**src/sdpc_pkg.sv**
```systemverilog
// Shared types and constants for the stick deadzone and polar conversion block.
// Holds the payload structs, the CORDIC cell record and the arctangent table.
// Depends on nothing else.
package sdpc_pkg;

    localparam int XW        = 34;
    localparam int ZW        = 31;
    localparam int PRE_SHIFT = 14;
    localparam int ACC_FRAC  = 20;
    localparam int TABLE_LEN = 24;
    localparam int MW        = 31;
    localparam int IGW       = 30;
    localparam int PW        = MW + IGW;
    localparam int FSW       = 16;
    localparam int SPD_SH    = 15 + PRE_SHIFT;

    localparam logic [IGW-1:0]       INV_GAIN = 30'd652032874;
    localparam logic signed [ZW-1:0] Z180     = ZW'(180 * (1 << ACC_FRAC));

    localparam logic REG_THRESHOLD  = 1'b0;
    localparam logic REG_FULL_SPEED = 1'b1;

    typedef struct packed {
        logic signed [15:0] stick_x;
        logic signed [15:0] stick_y;
    } t_in;

    typedef struct packed {
        logic               active;
        logic signed [15:0] direction;
        logic [16:0]        speed;
    } t_out;

    typedef struct packed {
        logic               valid;
        logic               active;
        logic               clr;
        logic signed [XW-1:0] x;
        logic signed [XW-1:0] y;
        logic signed [ZW-1:0] z;
    } t_cell;

    function automatic logic signed [ZW-1:0] atan_q20(input int idx);
        logic signed [ZW-1:0] v;
        case (idx)
            0:       v = ZW'(47185920);
            1:       v = ZW'(27855475);
            2:       v = ZW'(14718068);
            3:       v = ZW'(7471121);
            4:       v = ZW'(3750058);
            5:       v = ZW'(1876857);
            6:       v = ZW'(938658);
            7:       v = ZW'(469357);
            8:       v = ZW'(234682);
            9:       v = ZW'(117342);
            10:      v = ZW'(58671);
            11:      v = ZW'(29335);
            12:      v = ZW'(14668);
            13:      v = ZW'(7334);
            14:      v = ZW'(3667);
            15:      v = ZW'(1833);
            16:      v = ZW'(917);
            17:      v = ZW'(458);
            18:      v = ZW'(229);
            19:      v = ZW'(115);
            20:      v = ZW'(57);
            21:      v = ZW'(29);
            22:      v = ZW'(14);
            23:      v = ZW'(7);
            default: v = '0;
        endcase
        return v;
    endfunction

endpackage

```
**src/sdpc_cell.sv**
```systemverilog
// One CORDIC vectoring cell: a single micro-rotation by atan(2^-IDX), registered.
// Uses the cell record and the arctangent table from sdpc_pkg.
module sdpc_cell
    import sdpc_pkg::*;
#(
    parameter int IDX = 0
) (
    input  logic  i_clk,
    input  logic  i_rst_n,
    input  t_cell i_d,
    input  logic  i_ready,
    output logic  o_ready,
    output t_cell o_d
);

    localparam logic signed [ZW-1:0] ATAN = atan_q20(IDX);

    t_cell r_d;
    t_cell n_d;
    logic signed [XW-1:0] dx;
    logic signed [XW-1:0] dy;

    always_comb begin
        dx  = i_d.y >>> IDX;
        dy  = i_d.x >>> IDX;
        n_d = i_d;
        if (i_d.y[XW-1]) begin
            n_d.x = i_d.x - dx;
            n_d.y = i_d.y + dy;
            n_d.z = i_d.z - ATAN;
        end else begin
            n_d.x = i_d.x + dx;
            n_d.y = i_d.y - dy;
            n_d.z = i_d.z + ATAN;
        end
    end

    assign o_ready = !r_d.valid || i_ready;
    assign o_d     = r_d;

    always_ff @(posedge i_clk) begin
        if (!i_rst_n) begin
            r_d.valid <= 1'b0;
        end else if (o_ready) begin
            r_d <= n_d;
        end
    end

endmodule

```
**config.mk**
```make
export PLATFORM = sky130hd
export DESIGN_NAME = sdpc_cell
export DESIGN_NICKNAME = d
export VERILOG_FILES = /design/src/sdpc_pkg.sv /design/src/sdpc_cell.sv
export SDC_FILE = /design/constraint.sdc
export NUM_CORES = 1
export LEC_CHECK = 0
export BUFFER_PORTS_ARGS = -buffer_cell sky130_fd_sc_hd__buf_4
export CAP_MARGIN = 10
export CORE_MARGIN = 2
export CORE_UTILIZATION = 46
export CTS_CLUSTER_DIAMETER = 60
export DETAILED_ROUTE_END_ITERATION = 16
export PLACE_DENSITY = 0.69
export SKIP_LAST_GASP = 1
export SLEW_MARGIN = 20
export SYNTH_ARGS = -nofsm -noshare
export SYNTH_HDL_FRONTEND = slang
export SYNTH_SLANG_ARGS = --single-unit
```
**constraint.sdc**
```tcl
create_clock -name i_clk -period 4.3 [get_ports i_clk]
set_input_delay 0.43 -clock i_clk [delete_from_list [all_inputs] [get_ports i_clk]]
set_output_delay 0.43 -clock i_clk [all_outputs]
set_load 0.03 [all_outputs]
```
# Yosys cells after proc, flatten, opt, wreduce, memory -nomap -nowiden
# Cells that the tools add are included.
# totals
latchBits	0
ramBits	0
reg_bits	102
in_bits	105
mem_bits_ro	0
word_cells	15
out_inout_bits	103
memories	0
# classes
n_lt_le_gt_ge	0
bitwise_logic	0
n_shift	0
div	0
n_reduce_logical	3
n_mux	1
eq_ne	0
mul	0
add_sub_neg	5
# op_table
op	n
99-bit two-way mux	1
34-bit subtractor	2
34-bit adder	1
31-bit by 27-bit adder with 31-bit output, second input constant	1
31-bit by 27-bit subtractor with 31-bit output, second input constant	1
2-bit AND reduction	1
1-bit zero test	1
1-bit logical OR	1

# Longest topological paths before layout
# logic_depth
depth_word	3
depth_mapped	13
ltp_nobuf	11

# Worst setup path before layout
# OpenSTA, ideal clock, no wires.
# synth_timing
path_type	in2reg
startpoint	input port i_ready
endpoint	register r_d (netlist bit o_d[0]), enable pin
path_buffers	0
required_time_ps	3830
setup_time_ps	470
arrival_time_ps	3120
stages	2
slack_ps	710
path_cell_list	nand2b_1 and2_1
# synth_via
elab_chain_len	2
# synth_rtl
element	line_no	rtl
from (decl)	sdpc_cell.sv:11	input logic i_ready,
1-bit logical OR	sdpc_cell.sv:38	assign o_ready = !r_d.valid || i_ready;
2-bit AND reduction (no line)	n/a	
to (signal assigned)	sdpc_cell.sv:45	r_d <= n_d;
to (decl)	sdpc_cell.sv:18	t_cell r_d;
# No other way between the ends.
# A chain may end at the register's enable or synchronous reset.

==> qor.yml <==
die_area_mm2: 0.0217
antenna_found_initial: 0
worst-slew-pin-transition_ps: 791
place.gp.congestion: 0.970
area.growth.synth_to_final_pct: 22.0
num_vias: 8900
htreeDepth: 3
p_clk_share_pct: 24.5
reg2reg_depth: 3
drv_cap: 0
seq_area_mm2: 0.00302
timing.rr.end: "o_d[97]"
final-setup-viol-count: 0
grt_usage_pct: 25.3
grt_pass1_vias: 8268
holdPathEnd: "o_d[6]"
drc: 0
grt_pass1_wl_um: 43900
relSlewSlack_pct: 47.3
root_buffer: "clkbuf_16"
setup-tns-final_ps: 0
place.detailed.hpwl_um: 22200
largest_reg_flops: 101
holdBufCountCts: 0
syn_area_mm2: 0.00946
final_nets: 1489
p_leak_nw: 5.06
ys_types: 70
die_y_um: 147
critPathArrivalTime_ps: 3570
cts_made_buffers: 9
rsz0062_at_grt: "no"
die_x_um: 147
worst-path-max-fanout: 13
slew_violations: 0
multi_input_area_mm2: 0.00581
end_kind: "flop"
drt_iter0_drc: 947
slowest_delay_ps: 570
via_per_inst: 5.76
grt_max_degree: 68
synth.area.top_cells: "edfxtp_1 (32%), ha_1 (14%), a21oi_1 (5.7%)"
synthFlopType: "edfxtp_1"
ant_nets: 0
internal_power_mw: 2.33
hold_depth: 1
routedWlPerCell_um: 18.3
drt-total-wl_um: 28200
max-clock-path-buffers: 2
first_pass_iters: 6
cts_setup_buffers: 0
hold_viol_final: 0
critPathRequiredTime_ps: 4390
p_sw_mw: 1.37
synthesis.nets: 1309
finalPower_mw: 3.70
cts_sinks: 101
clkSlewWorstSetupHoldPaths_ps: 70
yosysTopAreaCell: "edfxtp_1"
ys_warn_count: 0
crit_type: "input pin to flop"
synth_top_cells_by_count: "inv_1 (118), ha_1 (109), a21oi_1 (107)"
coreArea_mm2: 0.0202
finClkSkew_ps: 5.87
cts-resized-gates: 0
yosysSeqAreaShare_pct: 31.9
synth_top_area_share_pct: 31.7
min_period_ps: 3480
grt_overflow_total: 0
comb_power_share_pct: 40.8
synth_async_sr_flop_share_pct: 0
yosys.cell_count.top_type: "inv_1"
cts_tree: "yes"
status: "finished, final reports clean"
hold_path.class: "input pin to flop"
max_freq_ghz: 0.287
fill_cells: 1894
synth-edff-count: 100
switching_share_pct: 37.0
ys_ff_latch: 101
pwr_density_cell_mw_per_mm2: 321
pwr-share-seq_pct: 34.7
worstHoldStart: "i_d[6]"
clk-insertion-delay-late_ps: 350
rr_startpoint: "o_d[101]"
placementRows: 52
drive_above_1_share_pct: 19.2
start_util_pct: 46.8
syn_inst: 1091
worstPathCellList: "buf_4, inv_1, ha_1, inv_1, a2111oi_0, a21oi_1, o21ai_0, o2111ai_1, and3_1, a2111oi_0, nand3_1"
start_kind: "input pin"
fin_crit_sh_pct: 81.0
synth_area_per_cell_um2: 8.67
io-pin-count: 208
ir_worst_vdd_mv: 0.190
reg2reg_slack_ps: 2520
diodes: 0
portBuffers: 207
critPathSlowestCell: "a2111oi_0"
==> worst max path at each step <==
stage / from / endpoint
final: i_d[38] / o_d[59]
after floorplan: i_ready / o_d[0]
after detailed placement: i_d[38] / o_d[59]
after CTS: i_d[38] / o_d[59]
after global placement: i_d[38] / o_d[59]
after global routing: i_d[38] / o_d[59]
==> cell type report <==
cell class	count	share of cell area [%]
Clock inverter	5	0.715
Timing Repair Buffer	215	14.0
Inverter	118	3.84
Multi-Input combinational cell	826	50.3
Tap cell	270	2.93
Sequential cell	101	26.2
Clock buffer	11	2.02
==> layout by cell type, fill, tap and decap left out, types with 3 or more instances in the layout <==
| cell type | synthesis | layout |
|---|---|---|
| nor2_1 | 92 | 92 |
| a21boi_0 | 7 | 7 |
| o21ai_0 | 69 | 69 |
| nor2b_1 | 12 | 12 |
| o21bai_1 | 26 | 26 |
| or4_1 | 3 | 3 |
| a22oi_1 | 8 | 8 |
| nand4_1 | 9 | 9 |
| o31a_1 | 4 | 4 |
| or2_2 | 3 | 3 |
| nand3_1 | 21 | 21 |
| ha_1 | 109 | 109 |
| a21o_1 | 16 | 16 |
| buf_4 | 1 | 215 |
| o21a_1 | 15 | 15 |
| xnor2_1 | 60 | 60 |
| inv_1 | 118 | 117 |
| a2111oi_0 | 7 | 7 |
| o211ai_1 | 11 | 11 |
| o31ai_1 | 18 | 18 |
| nand2b_1 | 15 | 15 |
| a211oi_1 | 9 | 9 |
| clkbuf_16 | 0 | 9 |
| a221oi_1 | 6 | 6 |
| a31oi_1 | 7 | 7 |
| o311ai_0 | 5 | 5 |
| edfxtp_1 | 100 | 100 |
| mux2i_1 | 13 | 13 |
| and3_1 | 7 | 7 |
| and4_1 | 3 | 3 |
| xor2_1 | 8 | 8 |
| a21oi_1 | 107 | 107 |
| a211o_1 | 5 | 5 |
| nor3_1 | 34 | 34 |
| nor4_1 | 3 | 3 |
| or3_1 | 11 | 11 |
| fa_1 | 4 | 4 |
| nand2_1 | 57 | 57 |
| o2111ai_1 | 7 | 7 |
==> cells by family after synthesis <==
kind of cell    Yosys count  synth area share [%]
compound gates          351                  24.2
simple gates            281                  14.3
buf+inv                 164                  6.66
fa+ha+maj               113                  15.3
flops                   101                  31.9
xor+xnor                 68                  6.29
mux                      13                  1.38
==> power groups by stage <==
stage	Clock (mW)	Sequential, mW	Combinational [mW]
after global placement	0	1.31	1.48
after floorplan	0	1.54	0.751
final	0.908	1.29	1.51
after CTS	0.924	1.29	1.49
after detailed placement	0	1.31	1.49
after global routing	0.961	1.30	1.62
==> critical path, delay by kind of cell <==
kind                       cells  cell delay, ps
AOI/OAI and AO/OA              5            1900
adders and majority gates      1             530
buffers and inverters          3             280
and+or+nand+nor                2             430
==> layer usage <==
| metal | GRT usage [%] | part of all wire (%) | routed length, um |
|---|---|---|---|
| met5 | 0 | 0 | 0 |
| met4 | 6.59 | 2.0 | 569 |
| met3 | 4.20 | 8.4 | 2360 |
| met2 | 40.9 | 45 | 12700 |
| met1 | 35.5 | 45 | 12600 |
==> per-stage QoR <==
step	hold slack, ps	instance area, um2	utilization (%)	cells	worst slack (ps)
after floorplan	529	9460	-	1091	710
after global placement	531	11200	55.5	1530	631
after detailed placement	548	11200	55.5	1530	595
after CTS	241	11500	57.1	1546	964
after global routing	233	11500	57.1	1546	646
final	251	11500	57.1	1546	815
(Power assumes the default switching activity.)
