==> config.mk <==
export PLATFORM = sky130hd
export DESIGN_NAME = sdpc_finish
export DESIGN_NICKNAME = d
export VERILOG_FILES = /design/src/sdpc_pkg.sv /design/src/sdpc_finish.sv
export SDC_FILE = /design/constraint.sdc
export NUM_CORES = 2
export LEC_CHECK = 0
export BUFFER_PORTS_ARGS = -buffer_cell sky130_fd_sc_hd__buf_4
export CORE_ASPECT_RATIO = 0.6
export CORE_MARGIN = 2
export CORE_UTILIZATION = 36
export DETAILED_ROUTE_END_ITERATION = 6
export HOLD_SLACK_MARGIN = 0.15
export PLACE_DENSITY = 0.5
export SYNTH_ARGS = -nofsm -noshare
export SYNTH_HDL_FRONTEND = slang
export SYNTH_SLANG_ARGS = --single-unit
==> constraint.sdc <==
create_clock -name i_clk -period 9.9 [get_ports i_clk]
set_input_delay 0.495 -clock i_clk [delete_from_list [all_inputs] [get_ports i_clk]]
set_output_delay 0.495 -clock i_clk [all_outputs]
set_load 0.02 [all_outputs]
==> src/sdpc_pkg.sv <==
// Shared types and constants for the stick deadzone and polar conversion block.
// Holds the payload structs, the CORDIC cell record and the arctangent table.
// Depends on nothing else.
package sdpc_pkg;

    localparam int XW        = 34;
    localparam int ZW        = 31;
    localparam int PRE_SHIFT = 14;
    localparam int ACC_FRAC  = 20;
    localparam int TABLE_LEN = 24;
    localparam int MW        = 31;
    localparam int IGW       = 30;
    localparam int PW        = MW + IGW;
    localparam int FSW       = 16;
    localparam int SPD_SH    = 15 + PRE_SHIFT;

    localparam logic [IGW-1:0]       INV_GAIN = 30'd652032874;
    localparam logic signed [ZW-1:0] Z180     = ZW'(180 * (1 << ACC_FRAC));

    localparam logic REG_THRESHOLD  = 1'b0;
    localparam logic REG_FULL_SPEED = 1'b1;

    typedef struct packed {
        logic signed [15:0] stick_x;
        logic signed [15:0] stick_y;
    } t_in;

    typedef struct packed {
        logic               active;
        logic signed [15:0] direction;
        logic [16:0]        speed;
    } t_out;

    typedef struct packed {
        logic               valid;
        logic               active;
        logic               clr;
        logic signed [XW-1:0] x;
        logic signed [XW-1:0] y;
        logic signed [ZW-1:0] z;
    } t_cell;

    function automatic logic signed [ZW-1:0] atan_q20(input int idx);
        logic signed [ZW-1:0] v;
        case (idx)
            0:       v = ZW'(47185920);
            1:       v = ZW'(27855475);
            2:       v = ZW'(14718068);
            3:       v = ZW'(7471121);
            4:       v = ZW'(3750058);
            5:       v = ZW'(1876857);
            6:       v = ZW'(938658);
            7:       v = ZW'(469357);
            8:       v = ZW'(234682);
            9:       v = ZW'(117342);
            10:      v = ZW'(58671);
            11:      v = ZW'(29335);
            12:      v = ZW'(14668);
            13:      v = ZW'(7334);
            14:      v = ZW'(3667);
            15:      v = ZW'(1833);
            16:      v = ZW'(917);
            17:      v = ZW'(458);
            18:      v = ZW'(229);
            19:      v = ZW'(115);
            20:      v = ZW'(57);
            21:      v = ZW'(29);
            22:      v = ZW'(14);
            23:      v = ZW'(7);
            default: v = '0;
        endcase
        return v;
    endfunction

endpackage

==> src/sdpc_finish.sv <==
// Output pipeline: angle clamp and rounding, gain correction and speed scaling.
// Three stages with their own valid bits; the last one is the output register.
// Uses the types and constants of sdpc_pkg.
module sdpc_finish
    import sdpc_pkg::*;
#(
    parameter int ANGLE_FRAC_BITS = 7
) (
    input  logic           i_clk,
    input  logic           i_rst_n,
    input  t_cell          i_d,
    input  logic [FSW-1:0] i_full_speed,
    input  logic           i_stall,
    output logic           o_ready,
    output logic           o_valid,
    output t_out           o_out
);

    localparam int SH     = ACC_FRAC - ANGLE_FRAC_BITS;
    localparam int HALF_I = 1 << (SH - 1);
    localparam logic signed [ZW-1:0] HALF  = ZW'(HALF_I);
    localparam logic signed [ZW-1:0] D_MAX = ZW'(32767);
    localparam logic signed [ZW-1:0] D_MIN = -ZW'(32768);
    localparam logic [PW-1:0] RND = PW'(1) << (IGW - 1);

    logic               r_a_valid;
    logic               r_a_act;
    logic               r_a_clr;
    logic signed [15:0] r_a_dir;
    logic [PW-1:0]      r_a_prod;

    logic               r_b_valid;
    logic               r_b_act;
    logic               r_b_clr;
    logic signed [15:0] r_b_dir;
    logic [MW+FSW-1:0]  r_b_prod;

    t_out r_c;
    logic r_c_valid;

    logic rdy_a;
    logic rdy_b;
    logic rdy_c;

    logic signed [ZW-1:0] zc;
    logic signed [ZW-1:0] zr;
    logic signed [15:0]   dir;
    logic [MW-1:0]        xpos;
    logic [PW-1:0]        rsum;
    logic [MW-1:0]        mag;
    logic [MW+FSW-SPD_SH-1:0] spd;
    logic [16:0]          spd_sat;

    assign rdy_c   = !r_c_valid || !i_stall;
    assign rdy_b   = !r_b_valid || rdy_c;
    assign rdy_a   = !r_a_valid || rdy_b;
    assign o_ready = rdy_a;

    always_comb begin
        if (i_d.z > Z180) begin
            zc = Z180;
        end else if (i_d.z < -Z180) begin
            zc = -Z180;
        end else begin
            zc = i_d.z;
        end
        zr = (zc + HALF) >>> SH;
        if (zr > D_MAX) begin
            dir = 16'sh7fff;
        end else if (zr < D_MIN) begin
            dir = -16'sh8000;
        end else begin
            dir = zr[15:0];
        end
        if (!i_d.active || i_d.clr) begin
            dir = '0;
        end
        xpos = i_d.x[XW-1] ? '0 : i_d.x[MW-1:0];
    end

    always_comb begin
        rsum    = r_a_prod + RND;
        mag     = rsum[PW-1:IGW];
        spd     = r_b_prod[MW+FSW-1:SPD_SH];
        spd_sat = (spd > (MW+FSW-SPD_SH)'(131071)) ? 17'h1ffff : spd[16:0];
    end

    always_ff @(posedge i_clk) begin
        if (!i_rst_n) begin
            r_a_valid <= 1'b0;
        end else if (rdy_a) begin
            r_a_valid <= i_d.valid;
            r_a_act   <= i_d.active;
            r_a_clr   <= i_d.clr;
            r_a_dir   <= dir;
            r_a_prod  <= PW'(xpos) * PW'(INV_GAIN);
        end
    end

    always_ff @(posedge i_clk) begin
        if (!i_rst_n) begin
            r_b_valid <= 1'b0;
        end else if (rdy_b) begin
            r_b_valid <= r_a_valid;
            r_b_act   <= r_a_act;
            r_b_clr   <= r_a_clr;
            r_b_dir   <= r_a_dir;
            r_b_prod  <= (MW+FSW)'(mag) * (MW+FSW)'(i_full_speed);
        end
    end

    always_ff @(posedge i_clk) begin
        if (!i_rst_n) begin
            r_c_valid <= 1'b0;
        end else if (rdy_c) begin
            r_c_valid   <= r_b_valid;
            r_c.active  <= r_b_act;
            r_c.direction <= r_b_dir;
            r_c.speed   <= (!r_b_act || r_b_clr) ? '0 : spd_sat;
        end
    end

    assign o_valid = r_c_valid;
    assign o_out   = r_c;

endmodule

Word-level counts from Yosys, hierarchy flattened
Index checks and enable logic that the tools add are counted.
{"block": "totals", "register_bits": 180, "latchBits": 0, "ramBits": 0, "rom_bits": 0, "in_bits": 121, "output_inout_bits": 36, "elab_cells": 45, "memories": 0}
{"block": "classes", "n_addsub": 2, "mul": 2, "div": 0, "magnitude_cmp": 5, "eq_ne": 0, "n_shift": 0, "mux": 6, "n_bitwise": 0, "n_reduce_logical": 15}
{"operator": "$mux W31", "count": 3}
{"operator": "$add A61 B30 Y61 const B", "count": 1}
{"operator": "$mul A31 B29 Y60 const B", "count": 1}
{"operator": "$mul A31 B16 Y47", "count": 1}
{"operator": "$add A31 B14 Y31 const B", "count": 1}
{"operator": "$gt A31 B29 Y1 const B", "count": 1}
{"operator": "$lt A31 B29 Y1 const B", "count": 1}
{"operator": "$gt A18 B16 Y1 const B", "count": 1}
{"operator": "$gt A18 B17 Y1 const B", "count": 1}
{"operator": "$lt A18 B16 Y1 const B", "count": 1}
{"operator": "$mux W17", "count": 1}
{"operator": "$mux W16", "count": 1}
{"operator": "$mux W15", "count": 1}
{"operator": "$logic_not A1 Y1", "count": 6}
{"operator": "$reduce_and A2 Y1", "count": 3}
{"operator": "$logic_or A1 B1 Y1", "count": 5}
{"operator": "$reduce_or A2 Y1", "count": 1}

Depth between registers and ports, before layout
{"block": "depth", "depth_word": 7, "depth_mapped": 33}

Worst setup path after synthesis
OpenSTA, ideal clock, no wires.
{"block": "synth_path", "kind": "input to register", "from": "in i_d[98] (netlist bit)", "to": "reg r_a_prod[53] (data pin)", "t_arrival_ns": 7.491, "required_time_ns": 9.642, "slack_ns": 2.151, "stages": 25, "path_cell_list": "clkbuf_1 nor2b_1 ha_1 inv_1 fa_1 fa_1 fa_1 inv_1 fa_1 fa_1 fa_1 inv_1 fa_1 inv_1 ha_1 a2111oi_2 o21ai_1 a41oi_1 o22ai_1 o31ai_1 o21ai_1 or4_4 a31oi_2 o21ba_1 xnor2_1"}
{"block": "synth_between", "elab_chain_len": 2}
{"element": "from (decl)", "line_no": "sdpc_finish.sv:11", "rtl": "input t_cell i_d,"}
{"element": "$mux W31", "line_no": "sdpc_finish.sv:78", "rtl": "xpos = i_d.x[XW-1] ? '0 : i_d.x[MW-1:0];"}
{"element": "$mul A31 B29 Y60", "line_no": "sdpc_finish.sv:96", "rtl": "r_a_prod <= PW'(xpos) * PW'(INV_GAIN);"}
{"element": "to (signal assigned)", "line_no": "sdpc_finish.sv:96"}
{"element": "to (decl)", "line_no": "sdpc_finish.sv:30", "rtl": "logic [PW-1:0] r_a_prod;"}
No other way between the ends.
A chain may end at the register's enable or synchronous reset.

Worst setup path after layout
{"block": "layout_path", "from": "reg r_a_prod[30]", "to": "reg r_b_prod[42] (data pin)"}
{"block": "layout_between", "elab_chain_len": 2}
{"element": "$add A61 B30 Y61", "line_no": "sdpc_finish.sv:82", "rtl": "rsum = r_a_prod + RND;"}
{"element": "$mul A31 B16 Y47", "line_no": "sdpc_finish.sv:108", "rtl": "r_b_prod <= (MW+FSW)'(mag) * (MW+FSW)'(i_full_speed);"}
{"element": "to (signal assigned)", "line_no": "sdpc_finish.sv:108"}
{"element": "to (decl)", "line_no": "sdpc_finish.sv:36", "rtl": "logic [MW+FSW-1:0] r_b_prod;"}
No other way between the ends.

==> impl_results.md <==
* Status: complete, no violations
* Hold-fix buffers at CTS at 0
* Crit path capture type: register
* CTS tree: yes
* Final Hold Fails at 0
* Worst setup startpoint: r_a_prod[30]
* Endpoints failing setup at 0
* Post-Syn Area at 0.0369 mm2
* RePlAce Congestion at 0.954
* Clock Sinks at 123
* RSZ-0062 raised after global routing: no
* WS Path Type: register to register
* Min-delay src: i_d[99]
* First-pass GRT wire length at 167,000 um
* CP max-delay cell: fa_1
* Synth Net Count at 5,128
* Synth async-reset ratio at 0%
* Global route overflow at 0
* Post-DRT Antenna Nets at 0
* Max_slew headroom at 15.0%
* Met3 Track Usage GR at 6.68%
* Top post-synthesis cells by area: fa_1, ha_1, inv_1
* Synth Warn # at 0
* Die Y-Extent at 252 um
* Clk pin slew, worst setup/hold paths at 0.06 ns
* Routed vias/inst at 4.77
* Mapped Avg Cell Area at 10.0 um2
* Fin. max-slew vios at 0
* Share of layout cells above drive strength 1 at 6.04%
* Setup TNS at 0 ns
* Vias in the first global route at 26,300
* Final Cycle Share at 89.3%
* Layout overhead on the synthesized area at 9.03%
* Resized cells post-CTS at 0
* Synthesized netlist cell count at 3,696
* 1st-iter DRT viols at 1,628
* Buffers on Ports at 120
* Die Area at 0.105 mm2
* Routed wire length at 107,000 um
* Std-Cell Core Area at 0.101 mm2
* Max stage delay on crit path at 0.56 ns
* TritonCTS Buffers at 25
* Placed cell area at 0.0396 mm2
* Ys flop type: edfxtp_1
* Met2 usage at 27.0%
* Busiest grt layer: met1
* Root Driver: clkbuf_16
* # IOs at 157
* Sequential share of the synthesized area at 9.92%
* Post-route cell area at 0.0403 mm2
* Achievable frequency at 113 MHz
* Crit start category: register
* Avg WL per Cell at 20.8 um
* Time the worst path needs with I/O delays and setup at 8.84 ns
* DP Wirelength at 88,900 um
* Library cells used by synthesis at 64
* Worst skew pair latency at 0.49 ns
* Worst hold path type: input pin to register
* Worst-Margin Slew at 1.27 ns
* Die W at 418 um
* Area leader, netlist: fa_1
* Residual DRC at 0
* Maximum root-to-sink buffer count at 3
* Global Route Usage Sum at 21.4%
* Crit path top cell by count: fa_1
* EDFF count, synth at 120
* M1 GR Usage at 35.9%
* Worst reg2reg startpoint: r_a_prod[30]
* Total of max-cap violations at 0
* Pre-Repair DR Iteration Count at 5
* # Post-CTS Setup Buffers at 0
* Initial antenna violation count at 3
* Std-Cell Rows at 90
* Nets at 5,235
* H-Tree Depth at 4
* Largest net degree at the start of global routing at 51
* Clock Skew at 0.0293 ns
* Area fraction of the dominant cell type after synthesis at 45.7%
* Worst EP arrival at 9.07 ns
* DR vias at 24,500
* Yosys reg bits at 123
* Worst endpoint required time at 10.13 ns
* Crit-path max FO at 16
* Initial core utilization at 36.5%
## kinds of logic after synthesis
kind of cell             synth area share [%]
XOR/XNOR                                 2.25
buffers and inverters                    11.8
AO/OA/AOI/OAI                            3.95
adder cells (fa/ha/maj)                  61.6
multiplexers                           0.0271
AND/OR/NAND/NOR                          10.5
flip-flops                               9.92
## worst paths after layout
kind	cells past startpoint	slack, ns	endpoint
hold / removal	1	0.20	r_a_clr
setup / recovery	28	1.06	r_b_prod[42]
setup reg to reg	28	1.06	r_b_prod[42]
hold reg to reg	0	0.41	r_b_dir[1]
## area by class of cell
type | count | area (um2)
Antenna cell | 1 | 2.50
Sequential cell | 123 | 3660
Tap cell | 1334 | 1670
Inverter | 1057 | 3970
Multi-Input combinational cell | 2417 | 29000
Clock inverter | 5 | 46.3
Clock buffer | 27 | 633
Fill cell | 10100 | 60800
Timing Repair Buffer | 179 | 1340
## cells in the final DEF (no fill, tap or decap), types with 12 or more instances in the layout
cell type and instances:
inv_1 1056, fa_1 844, ha_1 467, nand2_1 346
and2_1 207, buf_4 179, edfxtp_1 120, nor2_1 77
xnor2_1 61, a21oi_1 57, nand3_1 36, xor2_1 34
a21o_1 31, nand2b_1 28, o21ai_0 27, clkbuf_16 25
and3_1 24, nor3_1 24, nor2b_1 18, o21ai_1 14
o21a_1 12
## metal layers
layer	up-vias	share of wire, %
met4	2	0.33
met2	754	36
li1	11200	-
met5	-	0.012
met3	23	9.6
met1	12500	54
## critical path, delay by kind of cell, from the launching register on
kind,cells,cell delay [ns]
compound gates,7,1.77
simple gates,6,1.31
fa+ha+maj,8,3.89
xor+xnor,2,0.35
buf+inv,5,0.69
flops,1,0.52
## through the flow
step / hold WS, ns / cells / util (%) / setup WS, ns
final: 0.202 / 5143 / 39.8 / 1.06
after global routing: 0.180 / 5142 / 39.8 / 0.754
after CTS: 0.183 / 5142 / 39.8 / 1.20
after detailed placement: 0.405 / 5110 / 39.2 / 1.20
after global placement: 0.401 / 5110 / 39.2 / 1.25
after floorplan: 0.400 / 3696 / - / 2.15
## cells in the mapped netlist, types with 4 or more instances
cell	number
o21ai_1	14
a21o_1	31
o21bai_1	9
nor2b_1	19
and2_1	208
and4_1	5
nor4_1	5
inv_1	1056
clkbuf_1	93
a211oi_1	7
o21ai_0	27
edfxtp_1	120
nand2_1	346
o31ai_1	9
xnor2_1	61
fa_1	844
nand4_1	11
buf_2	6
nor2_1	77
nor3_1	24
nand2b_1	28
ha_1	467
nand3_1	36
o21a_1	12
a21oi_1	57
or2_2	5
a211o_1	7
and3_1	24
a31oi_1	4
xor2_1	34
## flip-flops by register name (all words and copies together) (netlist names)
name	count
r_b_prod	18
o_valid	1
r_b_dir	16
r_a_prod	32
r_a_valid	1
o_out	34
r_a_dir	16
r_a_clr	1
r_b_valid	1
r_b_act	1
r_a_act	1
r_b_clr	1
Power is left out: the tool's default activity adds up to more than one toggle a clock period on the data nets, which glitch-free logic cannot reach.
